**src/rtl/lsdr_ram.sv**
```systemverilog
// Generic simple dual-port RAM: one write port, one registered read port.
// No dependencies.
module lsdr_ram #(
    parameter int WIDTH = 8,
    parameter int DEPTH = 16
) (
    input  logic                     aclk,
    input  logic                     we,
    input  logic [$clog2(DEPTH)-1:0] waddr,
    input  logic [WIDTH-1:0]         wdata,
    input  logic [$clog2(DEPTH)-1:0] raddr,
    output logic [WIDTH-1:0]         rdata
);
    logic [WIDTH-1:0] mem [DEPTH];

    always_ff @(posedge aclk) begin
        if (we) begin
            mem[waddr] <= wdata;
        end
        rdata <= mem[raddr];
    end
endmodule

```
**config.mk**
```make
export PLATFORM = sky130hd
export DESIGN_NAME = lsdr_ram
export DESIGN_NICKNAME = d
export VERILOG_FILES = /design/src/rtl/lsdr_ram.sv
export SDC_FILE = /design/constraint.sdc
export NUM_CORES = 1
export LEC_CHECK = 0
export ABC_CLOCK_PERIOD_IN_PS = 3700
export BUFFER_PORTS_ARGS = -buffer_cell sky130_fd_sc_hd__buf_4
export CORE_MARGIN = 2
export CORE_UTILIZATION = 44
export DETAILED_ROUTE_END_ITERATION = 6
export PLACE_DENSITY = 0.7
export REMOVE_ABC_BUFFERS = 1
export SLEW_MARGIN = 20
export SYNTH_ARGS = -nofsm -noshare
export SYNTH_HDL_FRONTEND = slang
export SYNTH_SLANG_ARGS = --single-unit
```
**constraint.sdc**
```tcl
create_clock -name aclk -period 3.7 [get_ports aclk]
set_input_delay 0.185 -clock aclk [delete_from_list [all_inputs] [get_ports aclk]]
set_output_delay 0.185 -clock aclk [all_outputs]
set_load 0.03 [all_outputs]
```
==> results of run 1 <==
[kinds of logic after synthesis]
logic type / share of synthesized area [%]
flops: 77.78
simple gates: 3.184
mux: 15.02
compound gates: 2.334
buf+inv: 1.677
[layout by cell type (no fill, tap or decap)]
cell type,netlist,layout
bufinv_16,0,4
dfxtp_1,8,8
nand3_1,1,1
mux4_1,14,14
clkinv_4,0,3
nand3b_1,2,2
a22oi_1,16,16
edfxtp_1,128,128
clkinvlp_4,0,3
and2b_1,1,1
and2_1,1,1
nor2_1,13,13
clkinv_1,0,1
nand2b_1,2,2
or3b_2,1,1
mux4_2,18,18
clkinv_2,0,2
inv_6,0,2
nor2b_1,1,1
clkbuf_16,0,17
nor3_1,4,4
buf_4,1,28
nand2_1,9,9
[per-layer routing]
layer	routed length [um]	share of wire (%)	global-route usage, %
met5	0	0	0
met4	53	0.56	4.634
met2	4510	47	23.65
met1	4157	44	23.33
met3	811	8.5	6.263
[worst register-to-register path: stages, from the launching register on]
cell	delay [ns]
edfxtp_1	0.40
mux4_1	0.51
a22oi_1	0.25
nand2_1	0.11
[sequential cells by signal (all words and copies together) (netlist names)]
signal and cells:
mem 128, rdata 8
[power breakdown]
group | leakage, uW | switching [uW] | total (uW) | internal, uW
combinational | 0.000507 | 106 | 179 | 72.7
sequential | 0.00122 | 10.9 | 1730 | 1720
clock | 0.000297 | 626 | 1750 | 1130
[final timing paths]
check                                           from             endpoint  slack, ns  cells after the start
worst max register to register   mem[0][2]$_DFFE_PP_     rdata[2]$_DFF_P_       2.29                      3
worst min register to register  mem[15][7]$_DFFE_PP_     rdata[7]$_DFF_P_       0.67                      3
worst max-delay path                        waddr[2]  mem[0][1]$_DFFE_PP_       2.06                      3
worst min-delay path                        wdata[1]  mem[1][1]$_DFFE_PP_       0.08                      1
[metrics by stage]
stage,total power (uW),std cells,hold slack [ns],util [%]
after CTS,3684,422,0.07958,53.21
after global routing,3778,422,0.07876,53.21
after floorplan,1851,219,0.2839,-
after detailed placement,1947,390,0.5046,47.73
final,3667,422,0.07842,53.21
after global placement,1942,390,0.4913,47.73
[cell type report]
type,count,area (um^2)
fillers,899,5343
multi-input cells,83,1057
clock inverters,15,200.2
clock buffers,17,425.4
flip-flops and latches,136,4004
repair buffers,28,210.2
well taps,143,178.9
==> flow_summary_export.csv, run 1 <==
group,metric,value,unit
run_status,outcome,"finished clean",
timing,slew_violations,0,
clock_network,numCtsBuffers,17,
floorplan,die_h,112.2,um
placed_design,dp_hpwl,5.726,mm
route,drtAntennaViolNets,0,
critical_path,cpPeakStageDelay,0.85,ns
critical_path,critPathRequiredTime,3.73,ns
critical_path,worstSetupEndpointType,"flip-flop",
timing,finalHoldViolCount,0,
synth,synth_seq_area_share,77.78,%
synth,yosysWarnings,0,
synth,synthCells,229,
cells_and_area,stdcell_area,6076,um^2
route,num_vias,2375,
global_route,grt-ovfl-total,0,
clock_network,cts-root-buf,"clkbuf_16",
synth,synth_area_leaders,"edfxtp_1 75%, mux4_2 7.9%, mux4_1 7.1%",
placed_design,gp_congestion,0.7840,
timing,fmax,610.7,MHz
synth,synth.top_cell.area_share,74.67,%
global_route,grt_use_total,16.28,%
synth,synth.distinct_cells,19,
clock_network,htreeDepth,4,
route,post_drt_wl_per_cell,22.59,um
synth,async_reset_ff_share,0,%
global_route,grt_max_degree,33,
placed_design,port-buffer-count,25,
synth,synth-edff-count,128,
cells_and_area,fin_nets,284,
critical_path,critPathMaxFanout,8,
timing,setup_violations,0,
timing,finalCriticalPeriod,1.637,ns
global_route,grt_pass1_vias,2440,
synth,synth.avg_cell_area,22.48,um^2
critical_path,cp_cell_sequence,"buf_4, or3b_2, nor3_1",
clock_network,cts_resized,0,
floorplan,die-area,12580,um^2
timing,period_share,44.25,%
synth,ys_seq_elements,136,
critical_path,cpMaxStageDelayCell,"nor3_1",
timing,tns,0,ns
power,p_per_area,603.5,nW/um^2
synth,synth.most_common_cell,"edfxtp_1",
global_route,antenna_found_initial,0,
route,wl,9.532,mm
floorplan,core,11420,um^2
floorplan,initial_core_util,45.08,%
placed_design,preCtsSetupSlack,1.618,ns
floorplan,ios,26,
critical_path,crit_buf_inv,1,
power,peakVddDrop,0.3381,mV
placed_design,post_dp_cell_area,5450,um^2
route,drc,0,
global_route,grt_pass1_wl,14.57,mm
clock_network,clk_pin_slew,0.06,ns
clock_network,cts_tree,"done",
synth,synth_area_leader_cell,"edfxtp_1",
hold_path,hold_path.class,"in -> reg",
critical_path,crit_family,"simple AND/OR/NAND/NOR gates",
synth,syn-cell-area,5147,um^2
clock_network,cts.sinks,136,
critical_path,worstPathArrival,1.67,ns
clock_network,insertion_delay,0.41,ns
cells_and_area,area_growth,18.04,%
floorplan,die_w,112.2,um
timing,rsz0062_at_grt,"false",
power,cellLeakagePower,0.002028,uW
clock_network,ctsLongestPathBuffers,2,
floorplan,fp-row-count,39,
synth,ys.flop_type,"edfxtp_1",
timing,skew,0.01289,ns
route,routed_via_density,5.628,
clock_network,postCtsSetupRepairBufs,0,
critical_path,critPathLaunchType,"primary input",
timing,tightestPinTransition,1.091,ns
synth,synthTopCellsByCount,"128 x edfxtp_1, 18 x mux4_2, 16 x a22oi_1, 14 x mux4_1, 13 x nor2_1",
cells_and_area,antenna_cells,0,
timing,setup_slack,2.063,ns
critical_path,crit_type,"in -> reg",
timing,relSlewSlack,26.69,%
route,drt-initial-drc-count,195,
cells_and_area,drive_gt1_share,27.96,%
job,drv_cap,0,
clock_network,hold_buffers,0,
route,dr.pass1.iters,4,
(Power assumes the default switching activity.)
==> run 2, diff against run 1 <==
--- a/config.mk
+++ b/config.mk
@@ -5,7 +5,7 @@
 export SDC_FILE = /design/constraint.sdc
 export NUM_CORES = 1
 export LEC_CHECK = 0
-export ABC_CLOCK_PERIOD_IN_PS = 3700
+export ABC_CLOCK_PERIOD_IN_PS = 1650
 export BUFFER_PORTS_ARGS = -buffer_cell sky130_fd_sc_hd__buf_4
 export CORE_MARGIN = 2
 export CORE_UTILIZATION = 44
==> constraint.sdc (replaced) <==
create_clock -name aclk -period 1.65 [get_ports aclk]
set_input_delay 0.0825 -clock aclk [delete_from_list [all_inputs] [get_ports aclk]]
set_output_delay 0.0825 -clock aclk [all_outputs]
set_load 0.03 [all_outputs]
==> run 2 against run 1 <==
  * Cell area rose by 4.1%
  * Sequential power rose by 120%
  * Total power rose by 120%
  * Clock skew fell by 0.0061 ns
  * Worst hold slack improved by 0.12 ns
  * Sequential share of layout area fell by 2.6 points
  * Combinational power rose to 2.5 times the previous value
  * Clock power rose by 120%
  * Die area did not move
  * Critical endpoint is now rdata[2]$_DFF_P_
  * Largest cell class unchanged
  * Highest routed layer unchanged
==> flow_summary_export.csv, run 2 (synthesis results as in run 1) <==
group,metric,value,unit
run_status,outcome,"finished clean",
clock_network,cts_resized,0,
power,peakVddDrop,0.6037,mV
cells_and_area,n_fill_cell,882,
clock_network,insertion_delay,0.42,ns
cells_and_area,area_growth,22.82,%
global_route,grt_pass1_wl,15.66,mm
critical_path,cp_cell_sequence,"mux4_1, a22oi_1, nand2_1",
cells_and_area,multi_input_comb_area,1057,um^2
critical_path,worstSetupEndpointType,"flip-flop",
power,combPwrFrac,5.5,%
route,routed_via_density,5.590,
hold_path,hold_path.class,"in -> reg",
critical_path,critPathRequiredTime,1.95,ns
route,drtAntennaViolNets,0,
timing,relSlewSlack,73.29,%
power,switching_share,19.95,%
floorplan,die_h,112.2,um
timing,skew,0.006786,ns
timing,tns,0,ns
floorplan,ios,26,
clock_network,htreeDepth,4,
critical_path,crit_type,"reg -> reg",
power,p_per_area,1296,nW/um^2
timing,fmax,670.0,MHz
placed_design,gp_congestion,0.7405,
placed_design,dp.cells,411,
critical_path,cpMaxStageDelayCell,"mux4_1",
power,p_int,6561,uW
route,wl,10.21,mm
critical_path,worstPathArrival,1.79,ns
global_route,grt-ovfl-total,0,
global_route,antenna_found_initial,0,
floorplan,die_w,112.2,um
power,cellLeakagePower,0.002168,uW
timing,period_share,90.46,%
cells_and_area,drive_gt1_share,31.17,%
timing,finalHoldViolCount,0,
timing,slew_violations,0,
cells_and_area,final_common_cell,"edfxtp_1",
cells_and_area,antenna_cells,0,
route,drc,0,
cells_and_area,stdcell_count,451,
critical_path,critPathMaxFanout,1,
clock_network,cts_tree,"done",
timing,finalCriticalPeriod,1.493,ns
route,drt-initial-drc-count,221,
clock_network,cts-root-buf,"clkbuf_16",
placed_design,dp_hpwl,6.333,mm
clock_network,clk_pin_slew,0.06,ns
floorplan,fp-row-count,39,
route,post_drt_wl_per_cell,22.64,um
global_route,grt_use_total,17.44,%
cells_and_area,seqCellArea,4004,um^2
placed_design,port-buffer-count,25,
critical_path,critPathLaunchType,"flip-flop",
power,seqPwrFrac,47.4,%
power,switchingPower,1635,uW
clock_network,cts.sinks,136,
floorplan,core,11420,um^2
floorplan,die-area,12580,um^2
timing,rsz0062_at_grt,"false",
cells_and_area,reg.largest.list,"mem x128, rdata x8",
cells_and_area,largest_register,"mem",
critical_path,cpPeakStageDelay,0.55,ns
global_route,grt_pass1_vias,2565,
cells_and_area,largest_reg_flops,128,
timing,setup_violations,0,
clock_network,numCtsBuffers,17,
cells_and_area,fin_nets,313,
clock_network,ctsLongestPathBuffers,2,
global_route,grt_max_degree,18,
job,drv_cap,0,
route,num_vias,2521,
timing,tightestPinTransition,0.4007,ns
power,pwr-share-clk,47.1,%
power,totalPowerFinal,8195,uW
floorplan,initial_core_util,45.08,%
cells_and_area,final_cell_mix,"128 x edfxtp_1, 47 x buf_4, 18 x mux4_2",
route,dr.pass1.iters,5,
[run 2: changes by cell type in the layout (fill, tap and decap cells not counted), sizes merged]
| cell | previous run | this run |
|---|---|---|
| buf | 28 | 49 |
| clkinv | 6 | 7 |
| clkinvlp | 3 | 4 |
| dlygate4sd3 | 0 | 8 |
| inv | 2 | 0 |
[run 2: power by group through the flow]
stage / registers, uW / logic (uW) / clock network [uW]
floorplan: 4000 / 155 / 0
global placement: 3950 / 430 / 0
detailed placement: 3960 / 439 / 0
CTS: 3890 / 455 / 3900
global route: 3890 / 484 / 4050
finish: 3890 / 450 / 3860
[run 2: metrics by stage]
step / cell area [um^2] / utilization [%] / worst slack, ns / hold slack, ns
global placement: 5633 / 49.33 / 0.05313 / 0.3821
finish: 6322 / 55.37 / 0.1574 / 0.1952
global route: 6322 / 55.37 / 0.1009 / 0.1980
CTS: 6322 / 55.37 / 0.1561 / 0.1873
floorplan: 5061 / - / 0.07463 / 0.1814
detailed placement: 5633 / 49.33 / 0.02233 / 0.3998
[run 2: timing repair]
item                      CTS  global route
hold endpoints to repair  128             0
setup buffers               0             0
hold buffers                8             0
[run 2: final cells by class]
cell class / instances / area share [%]
clock inverter: 15 / 2.909
clock buffer: 17 / 6.729
multi-input combinational: 83 / 16.72
timing repair buffer: 57 / 7.481
tap: 143 / 2.830
sequential: 136 / 63.33
[run 2: per-layer routing]
metal | part of all wire [%] | up-vias | track usage [%]
met3 | 7.1 | 8 | 5.238
met1 | 43 | 1311 | 24.83
met4 | 0.80 | 0 | 5.366
met5 | 0 | - | 0
li1 | - | 1104 | -
met2 | 49 | 98 | 26.43
[run 2: worst max-delay path: cells and delay by family (launching register included)]
kind	cells	cell delay (ns)
compound gates	1	0.38
mux	1	0.55
flops	1	0.35
simple gates	1	0.10
[run 2: path summary, 6_finish.rpt]
path / start / end / slack [ns] / cells after the start
min: waddr[1] / mem[4][1]$_DFFE_PP_ / 0.20 / 3
max reg2reg: mem[1][2]$_DFFE_PP_ / rdata[2]$_DFF_P_ / 0.16 / 3
max: mem[1][2]$_DFFE_PP_ / rdata[2]$_DFF_P_ / 0.16 / 3
min reg2reg: mem[14][5]$_DFFE_PP_ / rdata[5]$_DFF_P_ / 0.67 / 3
