File: config.mk
export PLATFORM = sky130hd
export DESIGN_NAME = lsdr_digit_unit
export DESIGN_NICKNAME = d
export VERILOG_FILES = /design/src/rtl/lsdr_pkg.sv /design/src/rtl/lsdr_digit_unit.sv
export SDC_FILE = /design/constraint.sdc
export NUM_CORES = 1
export LEC_CHECK = 0
export ABC_AREA = 1
export BUFFER_PORTS_ARGS = -buffer_cell sky130_fd_sc_hd__buf_2
export CAP_MARGIN = 0
export CORE_UTILIZATION = 40
export CTS_BUF_LIST = sky130_fd_sc_hd__clkbuf_4
export DETAILED_ROUTE_END_ITERATION = 10
export SETUP_SLACK_MARGIN = 0.4
export SLEW_MARGIN = 20
export SYNTH_ARGS = -nofsm -noshare
export SYNTH_HDL_FRONTEND = slang
export SYNTH_SLANG_ARGS = --single-unit
export TNS_END_PERCENT = 1
File: constraint.sdc
create_clock -name aclk -period 7.3 [get_ports aclk]
set_input_delay 1.095 -clock aclk [delete_from_list [all_inputs] [get_ports aclk]]
set_output_delay 1.095 -clock aclk [all_outputs]
set_load 0.01 [all_outputs]
File: src/rtl/lsdr_pkg.sv
// Package for the decimal LSD radix sort core: sizes, item types and
// the reciprocal constants of the digit unit. No dependencies.
package lsdr_pkg;

    localparam int MAX_ENTRIES = 64;
    localparam int RADIX       = 10;

    localparam int CNT_W  = 20;
    localparam int TAG_W  = 16;
    localparam int IDX_W  = $clog2(MAX_ENTRIES);
    localparam int FILL_W = $clog2(MAX_ENTRIES + 1);
    localparam int DIG_W  = $clog2(RADIX);

    // Quotient by RADIX as a multiply by a rounded-up reciprocal.
    localparam int RECIP_SH = CNT_W + 5;
    localparam longint RECIP = ((64'd1 << RECIP_SH) + RADIX - 1) / RADIX;
    localparam int RECIP_W  = $clog2(RECIP + 1);
    localparam int PROD_W   = CNT_W + RECIP_W;

    // Record as held in the stores: count, tag and the count divided by
    // the weight of the current pass.
    localparam int REC_W = CNT_W + TAG_W + CNT_W;

    typedef struct packed {
        logic [CNT_W-1:0] occ_count;
        logic [TAG_W-1:0] key_tag;
        logic             is_last;
    } in_item_t;

    typedef struct packed {
        logic [CNT_W-1:0] sorted_count;
        logic [TAG_W-1:0] sorted_tag;
        logic             last_out;
    } out_item_t;

    typedef struct packed {
        logic [CNT_W-1:0] cnt;
        logic [TAG_W-1:0] tag;
        logic [CNT_W-1:0] res;
    } rec_t;

    typedef struct packed {
        logic [CNT_W-1:0] quot;
        logic [DIG_W-1:0] digit;
    } digit_res_t;

endpackage

File: src/rtl/lsdr_digit_unit.sv
// Shared divide-by-radix unit: registered reciprocal multiply, then the
// remainder as the low digit. Depends on lsdr_pkg.
module lsdr_digit_unit (
    input  logic                      aclk,
    input  logic [lsdr_pkg::CNT_W-1:0] in_val,
    output lsdr_pkg::digit_res_t       result
);
    import lsdr_pkg::*;

    logic [CNT_W-1:0]  val_reg;
    logic [PROD_W-1:0] prod_reg;
    logic [PROD_W-1:0] shifted;
    logic [CNT_W-1:0]  quot;
    logic [CNT_W-1:0]  back;

    always_ff @(posedge aclk) begin
        val_reg  <= in_val;
        prod_reg <= PROD_W'(in_val) * PROD_W'(RECIP);
    end

    always_comb begin
        shifted      = prod_reg >> RECIP_SH;
        quot         = shifted[CNT_W-1:0];
        back         = CNT_W'(quot * CNT_W'(RADIX));
        result.quot  = quot;
        result.digit = DIG_W'(val_reg - back);
    end
endmodule

==> qor.csv, run 1 <==
stage,metric,value,unit
status,status,completed,
routing,final wirelength,22.7,mm
floorplan,full die area,22000,um^2
logic_synthesis,Yosys warning total,0,
routing,via/cell ratio,4.93,
floorplan,I/O pin cnt,45,
logic_synthesis,Synth Area in XOR/XNOR,2.66,%
timing,PnR worst setup slack,1.32,ns
logic_synthesis,post-synth top area cell,fa_1,
logic_synthesis,sequential share of the synthesized area,4.90,%
logic_synthesis,Synth cell types,32,
setup_path,beginning of the critical path,in_val[12],
routing,Routed Antenna Nets,0,
logic_synthesis,mux contribution to synthesized area,0,%
setup_path,cell chain of the critical path,buf_2 -> ha_1 -> ha_1 -> fa_1 -> fa_1 -> fa_1 -> fa_1 -> inv_1 -> fa_1 -> inv_1 -> ha_1 -> nand2_1 -> nor2_1 -> inv_1 -> nor3_1 -> nand2_1 -> nand2_1 -> xor2_1,
logic_synthesis,Syn Std Cell Area,8570,um^2
worst_hold_path,hold_sp,in_val[1],
placed_design,Post-DP HPWL,20.7,mm
floorplan,chip height,148,um
global_routing,vias in the first global route,7092,
placed_design,gp weighted congestion,0.916,
setup_path,CP required,7.54,ns
clock_tree,TritonCTS Buffers,3,
layout,max reg flops,17,
setup_path,"Data arrival, critical path",6.22,ns
placed_design,"worst slack, placed",1.00,ns
clock_tree,Root Buffer,clkbuf_4,
setup_path,Crit path largest cell delay,0.55,ns
logic_synthesis,adder-cell share of the synthesized area,60.1,%
floorplan,Initial Util,40.8,%
setup_path,Crit. End Element,register,
layout,share of layout cells above drive strength 1,6.65,%
logic_synthesis,Post-Syn Area per Cell,8.47,um^2
logic_synthesis,Synth top cells by count,"inv_1 (233), ha_1 (204), nand2_1 (151), fa_1 (130), nor2_1 (61)",
routing,residual DRC count,0,
floorplan,FP Rows,53,
global_routing,GRT Resource Usage Total,22.2,%
logic_synthesis,Post-synth EDFFs,0,
clock_tree,"CTS clk-pin slew, worst paths",0.14,ns
routing,DR WL/cell,17.3,um
logic_synthesis,Synth Area in Compound Gates,6.08,%
logic_synthesis,Simple-Gate Fraction of Synth Area,14.1,%
clock_tree,CTS tree,done,
timing,Tmin final,5.98,ns
clock_tree,PostCTS Resize Cnt,0,
routing,Vias,6469,
floorplan,core area,21000,um^2
timing,RSZ-0062 raised after global routing,false,
logic_synthesis,ys flop type,dfxtp_1,
routing,Starting DRT DRC Count,288,
run,# Max-Cap Violations,0,
global_routing,largest net degree at the start of global routing,13,
logic_synthesis,Synth Register Bits,21,
setup_path,critical path's slowest cell,fa_1,
setup_path,Worst setup endpoint,prod_reg[27]$_DFF_P_,
setup_path,maximum fanout along the worst path,5,
timing,max frequency,167,MHz
setup_path,"most used cell, CP",fa_1,
clock_tree,Max clock buf depth,2,
timing,fin crit share,81.9,%
logic_synthesis,Gate Count Post-Synth,1012,
logic_synthesis,"FFs w/ async S/R, synth",0,%
layout,final net count,1393,
logic_synthesis,post-synth top area share,30.4,%
timing,# setup viols final,0,
global_routing,initial antenna violation count,1,
global_routing,first-pass GRT wire length,36.9,mm
clock_tree,CTS Sinks,21,
logic_synthesis,top post-synthesis cells by area,"fa_1 (30%), ha_1 (30%), inv_1 (10%)",
routing,drt first pass iters,5,
layout,area grow syn2layout,4.96,%
timing,Final Slew Violations,0,
placed_design,port bufs,41,
timing,Fin. Hold Viols,0,
clock_tree,H-Tree Depth,1,
setup_path,Startpoint Class,input pin,
timing,Sum Neg Setup Slack,0,ns
setup_path,Setup CP Type,input pin to register,
clock_tree,setup bufs post-CTS,0,
logic_synthesis,main combinational cell family by area after synthesis,adder cells,
global_routing,Congestion Overflow GR,0,
clock_tree,cts hold-fix bufs,0,
worst_hold_path,worst min path class,input pin to register,
logic_synthesis,top-count cell post-synth,inv_1,
floorplan,Die Span X,148,um
metrics by stage:
step	hold slack [ns]	instance area, um^2	util (%)	cells
final	0.982	9000	42.8	1313
after global routing	0.996	9000	42.8	1313
after CTS	0.978	9000	42.8	1312
after detailed placement	1.35	8970	42.7	1308
after global placement	1.35	8970	42.7	1308
after floorplan	1.12	8580	-	1014
cell usage in the layout (no fill, tap or decap), types with 3 or more instances in the layout:
master / Yosys / routed
nor2_2: 10 / 10
nand2_1: 151 / 151
nand3_1: 28 / 28
nor3_1: 7 / 7
clkbuf_4: 0 / 3
conb_1: 1 / 3
a21oi_1: 45 / 45
ha_1: 204 / 204
dfxtp_1: 21 / 21
a21o_1: 10 / 10
o21bai_1: 5 / 5
xnor2_1: 5 / 5
nand2_2: 6 / 6
o21ai_0: 24 / 24
or2_2: 3 / 3
fa_1: 130 / 130
nand4_1: 8 / 8
buf_2: 0 / 41
nor2_1: 61 / 61
inv_1: 233 / 233
xor2_1: 21 / 21
critical path: cells and delay by family:
family	cells	cell delay, ns
xor gates and xnor gates	1	0.29
and+or+nand+nor	5	0.67
adders and majority gates	8	3.76
buffers and inverters	4	0.40
per-layer routing:
metal / track usage (%) / routed length, um / up-vias
li1: - / - / 3198
met1: 28.6 / 10300 / 3114
met2: 39.3 / 11000 / 121
met3: 1.90 / 679 / 36
met4: 7.16 / 723 / 0
met5: 0 / 0 / -
area by class of cell:
class | instances | area (um^2)
clock buffers | 3 | 22.5
repair buffers | 41 | 205
well taps | 275 | 344
diodes | 1 | 2.50
inverters | 233 | 875
flip-flops and latches | 21 | 420
fillers | 2126 | 12000
clock inverters | 1 | 5.00
multi-input cells | 738 | 7130
cells by family after synthesis:
logic type / Yosys count
adders and majority gates: 334
and+or+nand+nor: 282
buffers and inverters: 255
AOI/OAI and AO/OA: 93
xor gates and xnor gates: 26
DFF: 21
other: 1
worst min path at each step:
| stage | end | slack, ns | cells after the start |
|---|---|---|---|
| 5_1_grt | val_reg[1]$_DFF_P_ | 1.0 | 1 |
| 2_1_floorplan | val_reg[0]$_DFF_P_ | 1.12 | 0 |
| 6_report | val_reg[1]$_DFF_P_ | 0.98 | 1 |
| 4_1_cts | val_reg[1]$_DFF_P_ | 0.98 | 1 |
| 3_5_place_dp | val_reg[1]$_DFF_P_ | 1.35 | 1 |
| 3_3_place_gp | val_reg[1]$_DFF_P_ | 1.35 | 1 |
Power of run 1 is left out: the tool's default activity adds up to more than one toggle a clock period on the data nets, which glitch-free logic cannot reach.
==> run 2: changes to the inputs <==
==> constraint.sdc (replaced) <==
create_clock -name aclk -period 5.45 [get_ports aclk]
set_input_delay 0.8175 -clock aclk [delete_from_list [all_inputs] [get_ports aclk]]
set_output_delay 0.8175 -clock aclk [all_outputs]
set_load 0.01 [all_outputs]
==> qor.csv, run 2 (synthesis gave the netlist of run 1 again) <==
stage,metric,value,unit
status,status,completed,
floorplan,FP Rows,53,
global_routing,initial antenna violation count,1,
routing,final wirelength,24.3,mm
floorplan,Initial Util,40.8,%
layout,final cell count without fillers,1445,
worst_hold_path,worst min path class,input pin to register,
routing,Routed Antenna Nets,0,
setup_path,CP required,5.74,ns
worst_hold_path,Hold Path Depth,1,
setup_path,Crit. End Element,register,
timing,fin crit share,95.2,%
layout,area grow syn2layout,28.7,%
floorplan,I/O pin cnt,45,
clock_tree,CTS Sinks,21,
layout,max reg flops,17,
floorplan,core area,21000,um^2
timing,max frequency,193,MHz
floorplan,chip height,148,um
global_routing,largest net degree at the start of global routing,13,
setup_path,Setup CP Type,input pin to register,
setup_path,Startpoint Class,input pin,
routing,via/cell ratio,4.92,
routing,DR WL/cell,16.8,um
placed_design,Placed Instances,1423,
placed_design,Post-DP HPWL,21.7,mm
worst_hold_path,hold_sp,in_val[1],
timing,# setup viols final,0,
timing,Fin. Hold Viols,0,
placed_design,gp weighted congestion,0.945,
clock_tree,"CTS clk-pin slew, worst paths",0.14,ns
global_routing,first-pass GRT wire length,39.2,mm
layout,"commonest non-fill, non-tap cell in the layout",inv_1,
clock_tree,TritonCTS Buffers,3,
placed_design,port bufs,41,
routing,Starting DRT DRC Count,342,
floorplan,full die area,22000,um^2
timing,Final Slew Violations,0,
layout,"commonest non-fill, non-tap cells in the layout","inv_1 (218), ha_1 (165), buf_4 (130)",
global_routing,vias in the first global route,7580,
setup_path,maximum fanout along the worst path,4,
clock_tree,H-Tree Depth,1,
global_routing,GRT Resource Usage Total,23.5,%
routing,residual DRC count,0,
clock_tree,Max clock buf depth,2,
timing,Tmin final,5.19,ns
clock_tree,CTS tree,done,
layout,cell area after layout,11000,um^2
timing,RSZ-0062 raised after global routing,true,
global_routing,Congestion Overflow GR,0,
clock_tree,Root Buffer,clkbuf_4,
run,# Max-Cap Violations,0,
layout,share of layout cells above drive strength 1,29.9,%
routing,drt first pass iters,5,
setup_path,"Data arrival, critical path",5.48,ns
placed_design,post-placement cell area,10100,um^2
layout,final net count,1525,
floorplan,Die Span X,148,um
routing,Vias,7108,
worst_hold_path,Min-Delay Endpoint,val_reg[1]$_DFF_P_,
==> run 2: cell count changes in the layout (fill, tap and decap cells not counted), moves of 11 or more <==
| cell | change |
|---|---|
| ha_1 | -39 |
| inv_1 | -15 |
| inv_2 | +15 |
| buf_2 | -11 |
| nor2_1 | -20 |
| o21ai_0 | -16 |
| a21oi_2 | +21 |
| nand2_2 | +15 |
| nand2_1 | -23 |
| nor2_4 | +11 |
| a21oi_1 | -26 |
| ha_4 | +37 |
| buf_4 | +130 |
==> run 2: cell type report <==
type | instances | area, um^2
Fill cell | 1945 | 9980
Multi-Input combinational cell | 738 | 8070
Timing Repair Buffer | 173 | 1300
Inverter | 233 | 875
Sequential cell | 21 | 420
Tap cell | 275 | 344
Clock buffer | 3 | 22.5
Clock inverter | 1 | 5.00
Antenna cell | 1 | 2.50
==> run 2: stage by stage <==
step,setup TNS [ns],hold WS [ns],util (%),worst slack [ns]
after floorplan,0,0.845,-,0.371
after detailed placement,-4.14,1.04,47.9,-0.326
after global routing,0,0.575,52.5,0.112
after CTS,0,0.657,50.5,0.278
final,0,0.581,52.5,0.262
after global placement,-3.86,1.03,47.9,-0.321
==> run 2: what timing repair did <==
| item | 4_1_cts | 5_1_grt |
|---|---|---|
| setup buffers | 9 | 8 |
| gates resized for setup | 109 | 91 |
| pin swaps | 48 | 63 |
| hold buffers | 0 | 0 |
| endpoints found under the setup margin | 17 | 17 |
==> run 2: metal layers <==
layer	part of all wire, %	vias up	GRT usage (%)
li1	-	3462	-
met1	45	3446	31.3
met2	48	158	40.6
met3	4.4	42	2.27
met4	3.1	0	6.55
met5	0	-	0
==> run 2: worst max-delay path by stage <==
stage               depth (start not counted)                    to        from
floorplan                                  19  prod_reg[30]$_DFF_P_   in_val[5]
global placement                           22  prod_reg[39]$_DFF_P_   in_val[8]
detailed placement                         20  prod_reg[40]$_DFF_P_   in_val[5]
CTS                                        20  prod_reg[32]$_DFF_P_  in_val[12]
global route                               19  prod_reg[36]$_DFF_P_   in_val[2]
finish                                     21  prod_reg[32]$_DFF_P_  in_val[10]
==> run 2: critical path, stage by stage <==
cell     delay (ns)
buf_2          0.15
ha_4           0.24
buf_4          0.14
buf_4          0.13
fa_1           0.55
fa_2           0.45
fa_1           0.48
inv_1          0.07
fa_1           0.48
inv_1          0.05
fa_1           0.52
ha_4           0.21
ha_4           0.30
nand2_4        0.08
nor2_4         0.13
nand2_2        0.09
buf_6          0.13
nor3_4         0.17
o21ai_2        0.09
a21o_1         0.16
nand2_1        0.05
Power of run 2 is left out for the same reason.
==> run 3: changes to the inputs <==
--- a/config.mk
+++ b/config.mk
@@ -6,11 +6,11 @@
 export NUM_CORES = 1
 export LEC_CHECK = 0
 export ABC_AREA = 1
-export BUFFER_PORTS_ARGS = -buffer_cell sky130_fd_sc_hd__buf_2
 export CAP_MARGIN = 0
-export CORE_UTILIZATION = 40
+export CORE_UTILIZATION = 45
 export CTS_BUF_LIST = sky130_fd_sc_hd__clkbuf_4
 export DETAILED_ROUTE_END_ITERATION = 10
+export DONT_BUFFER_PORTS = 1
 export SETUP_SLACK_MARGIN = 0.4
 export SLEW_MARGIN = 20
 export SYNTH_ARGS = -nofsm -noshare
==> qor.csv, run 3 (synthesis gave the netlist of run 1 again) <==
stage,metric,value,unit
floorplan,Initial Util,45.8,%
floorplan,core area,18700,um^2
routing,residual DRC count,0,
global_routing,Congestion Overflow GR,0,
setup_path,CP Buf/Inv Count,4,
timing,Fin. Hold Viols,0,
timing,RSZ-0062 raised after global routing,true,
clock_tree,"CTS clk-pin slew, worst paths",0.15,ns
layout,share of layout cells above drive strength 1,21.2,%
routing,DR WL/cell,17.8,um
setup_path,Setup CP Type,input pin to register,
setup_path,CP required,5.77,ns
setup_path,kind of cell adding the most delay to the critical path,adder cells,
timing,Tmin final,5.00,ns
routing,Starting DRT DRC Count,270,
setup_path,maximum fanout along the worst path,5,
global_routing,initial antenna violation count,1,
run,# Max-Cap Violations,0,
floorplan,FP Rows,50,
timing,Final Slew Violations,0,
setup_path,"Data arrival, critical path",5.32,ns
layout,area grow syn2layout,17.4,%
setup_path,critical path's slowest cell,fa_2,
clock_tree,cts hold-fix bufs,0,
clock_tree,H-Tree Depth,1,
global_routing,first-pass GRT wire length,36.9,mm
layout,"commonest non-fill, non-tap cells in the layout","inv_1 (223), ha_1 (161), nand2_1 (131)",
floorplan,chip height,140,um
routing,Vias,6586,
routing,via/cell ratio,5.08,
timing,# setup viols final,0,
clock_tree,Root Buffer,clkbuf_4,
floorplan,full die area,19600,um^2
routing,final wirelength,23.1,mm
clock_tree,CTS tree,done,
setup_path,"most used cell, CP",fa_1,
global_routing,largest net degree at the start of global routing,13,
setup_path,Startpoint Class,input pin,
setup_path,Crit path largest cell delay,0.56,ns
floorplan,I/O pin cnt,45,
setup_path,Crit. End Element,register,
status,status,completed,
floorplan,Die Span X,140,um
timing,max frequency,200,MHz
clock_tree,CTS Sinks,21,
placed_design,Post-DP HPWL,20.5,mm
placed_design,gp weighted congestion,0.904,
layout,"commonest non-fill, non-tap cell in the layout",inv_1,
clock_tree,Max clock buf depth,2,
layout,Layout Utilization,53.8,%
global_routing,vias in the first global route,7066,
worst_hold_path,worst min path class,input pin to register,
layout,max reg flops,17,
setup_path,cell chain of the critical path,ha_4 -> ha_4 -> fa_1 -> fa_1 -> fa_1 -> fa_1 -> inv_1 -> fa_2 -> inv_2 -> ha_4 -> buf_4 -> nand2_4 -> nor2_4 -> inv_2 -> nor3_2 -> o21ai_1 -> a21o_1 -> nand2_1,
global_routing,GRT Resource Usage Total,24.8,%
timing,fin crit share,91.7,%
routing,drt first pass iters,5,
clock_tree,TritonCTS Buffers,3,
placed_design,port bufs,0,
layout,final net count,1418,
routing,Routed Antenna Nets,0,
==> run 3: changes by cell type in the layout (fill, tap and decap cells not counted), sizes merged <==
| cell | delta |
|---|---|
| buf | -106 |
| clkbuf | -1 |
==> run 3: cell type report <==
class | instances | area (um^2)
Clock buffer | 3 | 22.5
Clock inverter | 1 | 5.00
Tap cell | 234 | 293
Sequential cell | 21 | 420
Antenna cell | 1 | 2.50
Inverter | 233 | 875
Multi-Input combinational cell | 738 | 7950
Fill cell | 1747 | 8640
Timing Repair Buffer | 66 | 503
==> run 3: metrics by stage <==
stage	cell area [um^2]	setup TNS (ns)	worst slack, ns	instances	hold WS [ns]
after floorplan	8820	0	0.371	1014	0.845
after global placement	9400	-0.479	-0.104	1286	0.846
after detailed placement	9400	-0.335	-0.0854	1286	0.846
after CTS	9480	0	0.348	1290	0.475
after global routing	10100	0	0.286	1297	0.467
final	10100	0	0.452	1297	0.471
==> run 3: repair_timing <==
action / 4_1_cts / 5_1_grt
resized for setup: 13 / 127
pin swaps: 3 / 68
setup buffers: 0 / 6
endpoints found under the setup margin: 15 / 17
==> run 3: final timing paths <==
kind / from / to / depth (start not counted)
worst max-delay path: in_val[11] / prod_reg[31]$_DFF_P_ / 18
worst min-delay path: in_val[3] / val_reg[3]$_DFF_P_ / 0
==> run 3: routing by layer <==
layer	wire (um)	global-route usage (%)	share of wire (%)
met1	10600	33.4	46
met2	11300	43.4	49
met3	717	1.61	3.1
met4	536	6.48	2.3
met5	0	0	0
Power of run 3 is left out for the same reason.
